**config.mk**
```make
export PLATFORM = sky130hd
export DESIGN_NAME = raycast_wall_column_setup
export DESIGN_NICKNAME = d
export VERILOG_FILES = /design/src/hdl/rcw_pkg.sv /design/src/hdl/rcw_front.sv /design/src/hdl/rcw_queue.sv /design/src/hdl/rcw_back.sv /design/src/hdl/raycast_wall_column_setup.sv
export SDC_FILE = /design/constraint.sdc
export NUM_CORES = 2
export LEC_CHECK = 0
export BUFFER_PORTS_ARGS = -buffer_cell sky130_fd_sc_hd__buf_2
export CORE_MARGIN = 2
export CORE_UTILIZATION = 45
export CTS_CLUSTER_SIZE = 30
export DETAILED_ROUTE_END_ITERATION = 16
export PLACE_DENSITY_LB_ADDON = 0.3
export SLEW_MARGIN = 20
export SYNTH_ARGS = -nofsm -noshare
export SYNTH_HDL_FRONTEND = slang
export SYNTH_SLANG_ARGS = --single-unit
```
**constraint.sdc**
```tcl
create_clock -name clk -period 33.4 [get_ports clk]
set_clock_uncertainty 0.05 [all_clocks]
set_input_delay 5.01 -clock clk [delete_from_list [all_inputs] [get_ports clk]]
set_output_delay 5.01 -clock clk [all_outputs]
set_load 0.01 [all_outputs]
```
**src/hdl/rcw_pkg.sv**
```systemverilog
// shared types and constants for the raycast wall column setup block
// no dependencies; used by the front, queue, back and top-level modules
`default_nettype none

package rcw_pkg;

  localparam int DIST_W = 24;
  localparam int DIR_W = 18;
  localparam int POS_W = 24;
  localparam int POS_LO_W = 16;
  localparam int FRAC_W = 32;
  localparam int LH_W = 16;
  localparam int ROW_W = 9;
  localparam int FACE_W = 2;
  localparam int COL_W = 6;

  localparam int IN_TDATA_W = 112;
  localparam int OUT_TDATA_W = 48;

  localparam int SCREEN_ROWS_DEF = 512;
  localparam int TEXTURE_COLUMNS_DEF = 64;

  localparam int QUEUE_DEPTH = 2;

  typedef enum logic [FACE_W-1:0] {
    FACE_EAST  = 2'd0,
    FACE_WEST  = 2'd1,
    FACE_SOUTH = 2'd2,
    FACE_NORTH = 2'd3
  } face_t;

  // classified column, handed from the front to the back through the queue
  typedef struct packed {
    logic [DIST_W-1:0]       distance;
    logic signed [DIR_W-1:0] dir;
    logic [POS_LO_W-1:0]     pos_lo;
    logic                    shade;
    face_t                   face;
    logic                    mirror;
    logic                    sat;
  } cls_t;

endpackage

`default_nettype wire

```
**src/hdl/rcw_front.sv**
```systemverilog
// front end: accepts input transactions and classifies the hit
// (face, mirroring, coordinate select, height saturation); uses rcw_pkg
`default_nettype none

module rcw_front #(
  parameter int SCREEN_ROWS = rcw_pkg::SCREEN_ROWS_DEF
) (
  input  wire logic                          clk,
  input  wire logic                          rst_n,
  input  wire logic                          in_tvalid,
  output logic                               in_tready,
  input  wire logic [rcw_pkg::IN_TDATA_W-1:0] in_tdata,
  input  wire logic                          in_tuser,
  input  wire logic                          q_full,
  output logic                               q_push,
  output rcw_pkg::cls_t                      q_item
);

  logic [rcw_pkg::DIST_W-1:0]       distance;
  logic signed [rcw_pkg::DIR_W-1:0] dx;
  logic signed [rcw_pkg::DIR_W-1:0] dy;
  logic [rcw_pkg::POS_W-1:0]        px;
  logic [rcw_pkg::POS_W-1:0]        py;
  logic                             horiz;
  logic                             seen_r;

  assign distance = in_tdata[23:0];
  assign dx       = $signed(in_tdata[41:24]);
  assign dy       = $signed(in_tdata[59:42]);
  assign px       = in_tdata[83:60];
  assign py       = in_tdata[107:84];
  assign horiz    = in_tuser;

  assign in_tready = ~q_full;
  assign q_push    = in_tvalid & ~q_full;

  always_comb begin
    q_item.distance = distance;
    q_item.shade    = horiz;
    // quotient only reaches 2^16 when the distance is at most the row count
    q_item.sat      = (distance == '0) || (distance <= rcw_pkg::DIST_W'(SCREEN_ROWS));
    if (!horiz) begin
      q_item.face   = (dx > 0) ? rcw_pkg::FACE_EAST : rcw_pkg::FACE_WEST;
      q_item.mirror = (dx > 0);
      q_item.dir    = dy;
      q_item.pos_lo = py[rcw_pkg::POS_LO_W-1:0];
    end else begin
      q_item.face   = (dy > 0) ? rcw_pkg::FACE_SOUTH : rcw_pkg::FACE_NORTH;
      q_item.mirror = (dy < 0);
      q_item.dir    = dx;
      q_item.pos_lo = px[rcw_pkg::POS_LO_W-1:0];
    end
  end

  // marks that at least one transaction has gone in since reset
  always_ff @(posedge clk) begin
    if (!rst_n) begin
      seen_r <= 1'b0;
    end else if (q_push) begin
      seen_r <= 1'b1;
    end
  end

`ifndef SYNTH
  a_push_needs_room: assert property (@(posedge clk) disable iff (!rst_n)
    q_push |-> (in_tready && !q_full && in_tvalid))
    else $error("front pushed into a full queue");
  a_seen_sticky: assert property (@(posedge clk) disable iff (!rst_n)
    seen_r |=> seen_r)
    else $error("front seen flag dropped");
  a_sat_zero: assert property (@(posedge clk) disable iff (!rst_n)
    (q_push && (distance == '0)) |-> q_item.sat)
    else $error("zero distance not flagged for saturation");
`endif

endmodule

`default_nettype wire

```
**src/hdl/rcw_queue.sv**
```systemverilog
// short queue of classified columns between front and back
// uses rcw_pkg::cls_t and rcw_pkg::QUEUE_DEPTH
`default_nettype none

module rcw_queue (
  input  wire logic          clk,
  input  wire logic          rst_n,
  input  wire logic          push,
  input  wire rcw_pkg::cls_t din,
  output logic               full,
  input  wire logic          pop,
  output logic               avail,
  output rcw_pkg::cls_t      dout
);

  localparam int DEPTH = rcw_pkg::QUEUE_DEPTH;
  localparam int AW = (DEPTH > 1) ? $clog2(DEPTH) : 1;
  localparam int CW = $clog2(DEPTH + 1);

  rcw_pkg::cls_t  mem_r [DEPTH];
  logic [AW-1:0]  wr_ptr_r, wr_ptr_nxt;
  logic [AW-1:0]  rd_ptr_r, rd_ptr_nxt;
  logic [CW-1:0]  cnt_r, cnt_nxt;
  logic           do_push;
  logic           do_pop;

  assign full    = (cnt_r == CW'(DEPTH));
  assign avail   = (cnt_r != '0);
  assign do_push = push & ~full;
  assign do_pop  = pop & avail;
  assign dout    = mem_r[rd_ptr_r];

  always_comb begin
    wr_ptr_nxt = wr_ptr_r;
    rd_ptr_nxt = rd_ptr_r;
    cnt_nxt    = cnt_r;
    if (do_push) begin
      wr_ptr_nxt = (wr_ptr_r == AW'(DEPTH - 1)) ? '0 : wr_ptr_r + 1'b1;
    end
    if (do_pop) begin
      rd_ptr_nxt = (rd_ptr_r == AW'(DEPTH - 1)) ? '0 : rd_ptr_r + 1'b1;
    end
    if (do_push && !do_pop) begin
      cnt_nxt = cnt_r + 1'b1;
    end else if (!do_push && do_pop) begin
      cnt_nxt = cnt_r - 1'b1;
    end
  end

  always_ff @(posedge clk) begin
    if (!rst_n) begin
      wr_ptr_r <= '0;
      rd_ptr_r <= '0;
      cnt_r    <= '0;
    end else begin
      wr_ptr_r <= wr_ptr_nxt;
      rd_ptr_r <= rd_ptr_nxt;
      cnt_r    <= cnt_nxt;
    end
  end

  always_ff @(posedge clk) begin
    if (do_push) begin
      mem_r[wr_ptr_r] <= din;
    end
  end

`ifndef SYNTH
  a_cnt_bound: assert property (@(posedge clk) disable iff (!rst_n)
    cnt_r <= CW'(DEPTH))
    else $error("queue count above depth");
  a_cnt_track: assert property (@(posedge clk) disable iff (!rst_n)
    (do_push && !do_pop) |=> (cnt_r == $past(cnt_r) + 1'b1))
    else $error("queue count missed a push");
  a_avail_after_push: assert property (@(posedge clk) disable iff (!rst_n)
    do_push |=> avail)
    else $error("queue empty right after a push");
`endif

endmodule

`default_nettype wire

```
**src/hdl/rcw_back.sv**
```systemverilog
// back end: 16-stage pipelined restoring divider for the line height,
// hit fraction multiply and texture column, row clamping; uses rcw_pkg
`default_nettype none

module rcw_back #(
  parameter int SCREEN_ROWS     = rcw_pkg::SCREEN_ROWS_DEF,
  parameter int TEXTURE_COLUMNS = rcw_pkg::TEXTURE_COLUMNS_DEF
) (
  input  wire logic                            clk,
  input  wire logic                            rst_n,
  input  wire logic                            head_valid,
  input  wire rcw_pkg::cls_t                   head,
  output logic                                 pop,
  output logic                                 out_tvalid,
  input  wire logic                            out_tready,
  output logic [rcw_pkg::OUT_TDATA_W-1:0]      out_tdata,
  output logic                                 out_tuser
);

  localparam int NST = rcw_pkg::LH_W;
  localparam int TCW = $clog2(TEXTURE_COLUMNS + 1);
  localparam int HALF_ROWS = SCREEN_ROWS / 2;
  localparam int DW = rcw_pkg::DIST_W;
  localparam int FW = rcw_pkg::FRAC_W;

  typedef struct packed {
    logic [DW-1:0]                distance;
    logic [DW-1:0]                rem;
    logic [rcw_pkg::LH_W-1:0]     quo;
    logic                         sat;
    rcw_pkg::face_t               face;
    logic                         mirror;
    logic                         shade;
    logic [rcw_pkg::POS_LO_W-1:0] pos_lo;
    logic [FW-1:0]                prod;
    logic [FW-1:0]                frac;
    logic [TCW-1:0]               col;
  } stage_t;

  stage_t            head_st;
  stage_t            src [NST];
  stage_t            st_nxt [NST];
  stage_t            st_r [NST];
  logic [NST-1:0]    vld_r;
  logic              adv;
  logic              out_tvalid_r;
  logic [rcw_pkg::OUT_TDATA_W-1:0] out_tdata_r, out_tdata_nxt;
  logic              out_tuser_r;

  logic [rcw_pkg::LH_W-1:0]   lh;
  logic [rcw_pkg::LH_W-2:0]   half;
  logic [rcw_pkg::LH_W-1:0]   first_full;
  logic [rcw_pkg::LH_W:0]     last_sum;
  logic [rcw_pkg::LH_W:0]     last_full;
  logic [TCW+rcw_pkg::COL_W-1:0] col_ext;
  logic signed [DW+rcw_pkg::DIR_W:0] head_prod;

  // whole pipeline moves when the output register is free or being taken
  assign adv = ~out_tvalid_r | out_tready;
  assign pop = adv & head_valid;

  assign head_prod = $signed({1'b0, head.distance}) * $signed(head.dir);

  always_comb begin
    head_st          = '0;
    head_st.distance = head.distance;
    head_st.rem      = DW'(SCREEN_ROWS);
    head_st.sat      = head.sat;
    head_st.face     = head.face;
    head_st.mirror   = head.mirror;
    head_st.shade    = head.shade;
    head_st.pos_lo   = head.pos_lo;
    // only the low 32 bits of the product reach the fraction
    head_st.prod     = head_prod[FW-1:0];
  end

  genvar k;
  generate
    for (k = 0; k < NST; k++) begin : g_src
      if (k == 0) begin : g_head
        assign src[k] = head_st;
      end else begin : g_prev
        assign src[k] = st_r[k-1];
      end
    end

    for (k = 0; k < NST; k++) begin : g_stage
      logic [DW:0]        shl;
      logic               ge;
      logic [FW+TCW-1:0]  cprod;
      logic [TCW-1:0]     colraw;

      always_comb begin
        st_nxt[k] = src[k];
        shl = {src[k].rem, 1'b0};
        ge  = (shl >= {1'b0, src[k].distance});
        st_nxt[k].rem = ge ? DW'(shl - {1'b0, src[k].distance}) : shl[DW-1:0];
        st_nxt[k].quo = {src[k].quo[rcw_pkg::LH_W-2:0], ge};
        cprod  = {{TCW{1'b0}}, src[k].frac} * (FW+TCW)'(TEXTURE_COLUMNS);
        colraw = cprod[FW +: TCW];
        if (k == 1) begin
          st_nxt[k].frac = src[k].prod + {src[k].pos_lo, 16'b0};
        end
        if (k == 2) begin
          st_nxt[k].col = src[k].mirror ? TCW'(TEXTURE_COLUMNS - 1) - colraw : colraw;
        end
      end
    end
  endgenerate

  always_comb begin
    lh = st_r[NST-1].sat ? '1 : st_r[NST-1].quo;
    half = lh[rcw_pkg::LH_W-1:1];
    first_full = ({1'b0, half} >= rcw_pkg::LH_W'(HALF_ROWS)) ? '0 :
                 rcw_pkg::LH_W'(HALF_ROWS) - {1'b0, half};
    last_sum  = {2'b0, half} + (rcw_pkg::LH_W+1)'(HALF_ROWS);
    last_full = (last_sum >= (rcw_pkg::LH_W+1)'(SCREEN_ROWS)) ?
                (rcw_pkg::LH_W+1)'(SCREEN_ROWS - 1) : last_sum;
    col_ext = {{rcw_pkg::COL_W{1'b0}}, st_r[NST-1].col};
    out_tdata_nxt = {6'b0, col_ext[rcw_pkg::COL_W-1:0], st_r[NST-1].face,
                     last_full[rcw_pkg::ROW_W-1:0], first_full[rcw_pkg::ROW_W-1:0], lh};
  end

  always_ff @(posedge clk) begin
    if (!rst_n) begin
      vld_r        <= '0;
      out_tvalid_r <= 1'b0;
    end else if (adv) begin
      vld_r        <= {vld_r[NST-2:0], head_valid};
      out_tvalid_r <= vld_r[NST-1];
    end
  end

  always_ff @(posedge clk) begin
    if (adv) begin
      for (int i = 0; i < NST; i++) begin
        st_r[i] <= st_nxt[i];
      end
      out_tdata_r <= out_tdata_nxt;
      out_tuser_r <= st_r[NST-1].shade;
    end
  end

  assign out_tvalid = out_tvalid_r;
  assign out_tdata  = out_tdata_r;
  assign out_tuser  = out_tuser_r;

`ifndef SYNTH
  a_hold_on_stall: assert property (@(posedge clk) disable iff (!rst_n)
    !adv |=> $stable(vld_r))
    else $error("pipeline valids moved during a stall");
  a_last_to_out: assert property (@(posedge clk) disable iff (!rst_n)
    (adv && vld_r[NST-1]) |=> out_tvalid)
    else $error("finished column lost before output register");
  a_pop_on_adv: assert property (@(posedge clk) disable iff (!rst_n)
    pop |=> vld_r[0])
    else $error("popped column did not enter the divider");
`endif

endmodule

`default_nettype wire

```
**src/hdl/raycast_wall_column_setup.sv**
```systemverilog
// Raycast wall column setup. Each input transaction carries one screen column's
// ray hit; each output transaction gives line height, first/last row, face,
// texture column and shade. Columns stream at one per clock: the front
// classifies the hit and drops it into a two-entry queue, the back runs a
// 16-stage pipelined restoring divider (one quotient bit per stage) beside the
// hit-fraction multiply, then an output register. Throughput is one column per cycle,
// set by the divider pipeline, and any downstream stall holds the whole back pipeline.
// uses rcw_pkg, rcw_front, rcw_queue, rcw_back
`default_nettype none

module raycast_wall_column_setup #(
  parameter int SCREEN_ROWS     = rcw_pkg::SCREEN_ROWS_DEF,
  parameter int TEXTURE_COLUMNS = rcw_pkg::TEXTURE_COLUMNS_DEF
) (
  input  wire logic                            clk,
  input  wire logic                            rst_n,
  input  wire logic                            in_tvalid,
  output logic                                 in_tready,
  // wall_distance, dir_x, dir_y, player_x, player_y, zero fill
  input  wire logic [rcw_pkg::IN_TDATA_W-1:0]  in_tdata,
  // hit_horizontal
  input  wire logic                            in_tuser,
  output logic                                 out_tvalid,
  input  wire logic                            out_tready,
  // line_height, first_row, last_row, face, texture_column, zero fill
  output logic [rcw_pkg::OUT_TDATA_W-1:0]      out_tdata,
  // shade
  output logic                                 out_tuser
);

  logic          q_full;
  logic          q_push;
  rcw_pkg::cls_t q_in;
  logic          q_pop;
  logic          q_avail;
  rcw_pkg::cls_t q_out;

  rcw_front #(
    .SCREEN_ROWS(SCREEN_ROWS)
  ) u_front (
    .clk      (clk),
    .rst_n    (rst_n),
    .in_tvalid(in_tvalid),
    .in_tready(in_tready),
    .in_tdata (in_tdata),
    .in_tuser (in_tuser),
    .q_full   (q_full),
    .q_push   (q_push),
    .q_item   (q_in)
  );

  rcw_queue u_queue (
    .clk  (clk),
    .rst_n(rst_n),
    .push (q_push),
    .din  (q_in),
    .full (q_full),
    .pop  (q_pop),
    .avail(q_avail),
    .dout (q_out)
  );

  rcw_back #(
    .SCREEN_ROWS    (SCREEN_ROWS),
    .TEXTURE_COLUMNS(TEXTURE_COLUMNS)
  ) u_back (
    .clk       (clk),
    .rst_n     (rst_n),
    .head_valid(q_avail),
    .head      (q_out),
    .pop       (q_pop),
    .out_tvalid(out_tvalid),
    .out_tready(out_tready),
    .out_tdata (out_tdata),
    .out_tuser (out_tuser)
  );

endmodule

`default_nettype wire

```
==> key figures <==
Finish
  • Final std cell area, no fill: 78890 um2
  • Final Non-Filler Cells: 8438
  • Final nets: 7188
  • Area grow syn2layout: 10.95%
  • Layout cells sized above 1: under 10%
  • ANT cells: 0
  • Fill count: about 14000

Hold path
  • Worst Hold Class: register to register

Global route
  • First-pass GRT wire length: ~240000 um
  • Total global routing track utilization: between 10% and 20%
  • Pin count of the biggest net entering global routing: 192
  • Vias in the first global route: ~45000
  • Initial antenna violation count: 0
  • GRT Residual Overflow: 0

Floorplanning
  • Die Y: roughly 400 um
  • Die Wd: 401.5 um
  • # rows: 145
  • Initial core utilization: between 40 and 50%
  • Core ar.: ~160000 um2
  • I/O pin count: 168
  • Full die area: ~160000 um2

Logic synthesis
  • Dominant cell by count in the synthesized netlist: edfxtp_1
  • Synth top area cells: edfxtp_1 (50%), fa_1 (9.1%), ha_1 (8.3%), inv_1 (4.6%), nand2_1 (2.6%)
  • Top cell type's share of synthesized area: 50.43%
  • Synth Cell Area: slightly above 70000 um2
  • Syn Inst Count: 6058
  • Distinct cells, synth: 91
  • Seq/Total Area, Yosys: ~51%
  • Mean Syn Cell Area: 11.74 um2
  • Synth top cells by count: edfxtp_1 (1194), inv_1 (872), nand2_1 (494), ha_1 (471), nor2_1 (462)
  • Number of synthesized flops with an enable pin: between 1000 and 1500
  • Yosys top cell by area: edfxtp_1
  • #FFs+latches synth: 1216
  • Top_reg_cell synth: edfxtp_1
  • Post-synth ARST share: 0%
  • Yosys warns: 0

Routing
  • Routed len/inst: 17.60 um
  • Vias/cell: 5.254
  • DR top layer: met4
  • DRT antenna net count: 0
  • Detailed Route WL: 148500 um
  • Via Count: 44330
  • Initial DRT Pass Iterations: 5
  • M1 WL: approximately 63000 um
  • DR DRC count: 0
  • Met3 WL: 6527 um
  • DRT iter0 DRCs: 2850
  • Met2 wire length: 73810 um

Setup path
  • Crit path top cell by count: buf_4
  • WP buf/inv: 7
  • Crit Path Max Fanout: 191
  • Critical path class: primary input to register
  • CP required: 33750 ps
  • Critical-path top delay cell: buf_4
  • CP max stage delay: 810 ps
  • Crit path DAT: 9470 ps
  • Critical path cell sequence: buf_2 -> nor2b_1 -> buf_4 -> inv_8 -> buf_4 -> buf_12 -> buf_12 -> buf_4
  • Top delay family on crit path: buffers and inverters
  • Worst Setup Start Kind: primary input
  • Setup crit end kind: register

Clock tree
  • H-tree levels: 4
  • CTS Buf Count: 137
  • Worst skew pair latency: roughly 790 ps
  • Resize count post-CTS: 0
  • Worst-path clk slew: roughly 60 ps
  • Clock sink count: ~1200
  • Hold_buf cts: 0
  • Post-CTS Setup Bufs: 0
  • TritonCTS clock tree: built
  • Clock root buffer: clkbuf_16
  • Clock Tree Buf Depth: 3

Place
  • Cells after DPL: 8196
  • # port buffers: 141
  • Routability cong.: 0.8771
  • DP HPWL: 110300 um
  • Area after DPL: 74380 um2

STA
  • Final Max Tran Viols: 0
  • Unrepaired setup endpoints after global routing: false
  • Final hold vios: 0
  • Rel. slew slack: 19.78%
  • Final Setup Violations: 0
  • Total negative slack: 0 ps
  • Fin crit period: 9118 ps
  • Worst-margin pin slew: 1203 ps
  • Fmax: 109.7 MHz
  • Period utilization: a little over a quarter

Outcome
  • Outcome: finished clean

Job
  • Maximum Capacitance Violations: 0
layer usage:
| metal | vias to the layer above | track usage [%] |
|---|---|---|
| li1 | 21420 | - |
| met1 | 21620 | 22.99 |
| met2 | 997 | 32.43 |
| met3 | 300 | 2.979 |
| met4 | 0 | 7.309 |
| met5 | - | 0 |
registers in the layout, summed over array words and instances, names as in the netlist, named ones only:
name	cells
u_queue.wr_ptr_r	1
u_queue.cnt_r	2
u_back.vld_r	16
u_back.out_tvalid	1
u_back.st_r	1028
u_queue.mem_r	124
u_queue.rd_ptr_r	1
u_back.out_tdata	42
final cells by class:
cell class                 count  area, um2  share of cell area (%)
inverter                     892       3358                   4.257
sequential                  1216      36300                   46.01
clock inverter                80      948.4                   1.202
clock buffer                 162       3553                   4.504
multi-input combinational   3833      30980                   39.27
timing repair buffer         197       1175                   1.489
tap                         2058       2575                   3.264
metrics by stage:
step	setup slack [ps]	hold slack [ps]	utilization, %
after floorplan	13510	350.3	-
after global placement	23630	351.8	47.50
after detailed placement	23520	354.5	47.51
after CTS	24400	337.2	50.38
after global routing	24000	361.7	50.39
final	24280	351.5	50.39
logic make-up (layout without fill, tap and decap cells):
kind of cell / after synthesis / in the layout / share of synthesized area [%]
simple gates: 1420 / 1420 / 8.932
mux: 244 / 244 / 3.870
buf+inv: 1020 / 1331 / 5.517
other cells: 1 / 12 / 0.005274
fa+ha+maj: 794 / 794 / 17.38
xor+xnor: 326 / 326 / 4.016
compound gates: 1037 / 1037 / 9.233
flops: 1216 / 1216 / 51.05
layout by cell type (no fill, tap or decap), types with 26 or more instances in the layout:
cell type / netlist / layout
a21o_1: 143 / 143
a21oi_1: 307 / 307
and3_1: 31 / 30
buf_2: 22 / 141
buf_4: 11 / 51
clkbuf_16: 0 / 138
clkinv_1: 5 / 26
edfxtp_1: 1194 / 1194
fa_1: 323 / 323
ha_1: 471 / 471
inv_1: 872 / 872
mux2_1: 100 / 100
mux2_2: 75 / 75
mux2i_1: 51 / 45
nand2_1: 494 / 493
nand2b_1: 58 / 58
nand3_1: 78 / 78
nand4_1: 38 / 38
nor2_1: 462 / 459
nor2b_1: 62 / 62
nor3_1: 76 / 76
nor4_1: 26 / 26
o21a_1: 60 / 60
o21ai_0: 88 / 88
o21ai_1: 171 / 170
o21bai_1: 42 / 42
o31ai_1: 27 / 27
xnor2_1: 208 / 208
xor2_1: 118 / 118
worst paths after layout:
path,start,end,slack [ps],cells after the start
hold / removal,u_back.st_r[1][628],u_back.st_r[1][784],350,0
hold reg to reg,u_back.st_r[1][628],u_back.st_r[1][784],350,0
setup reg to reg,register,u_back.st_r[0][69],24750,25
setup / recovery,out_tready,u_back.st_r[1][591],24280,8
Power is not shown: default switching activity piles up to over one toggle a cycle in this logic, so the estimate is an artifact.
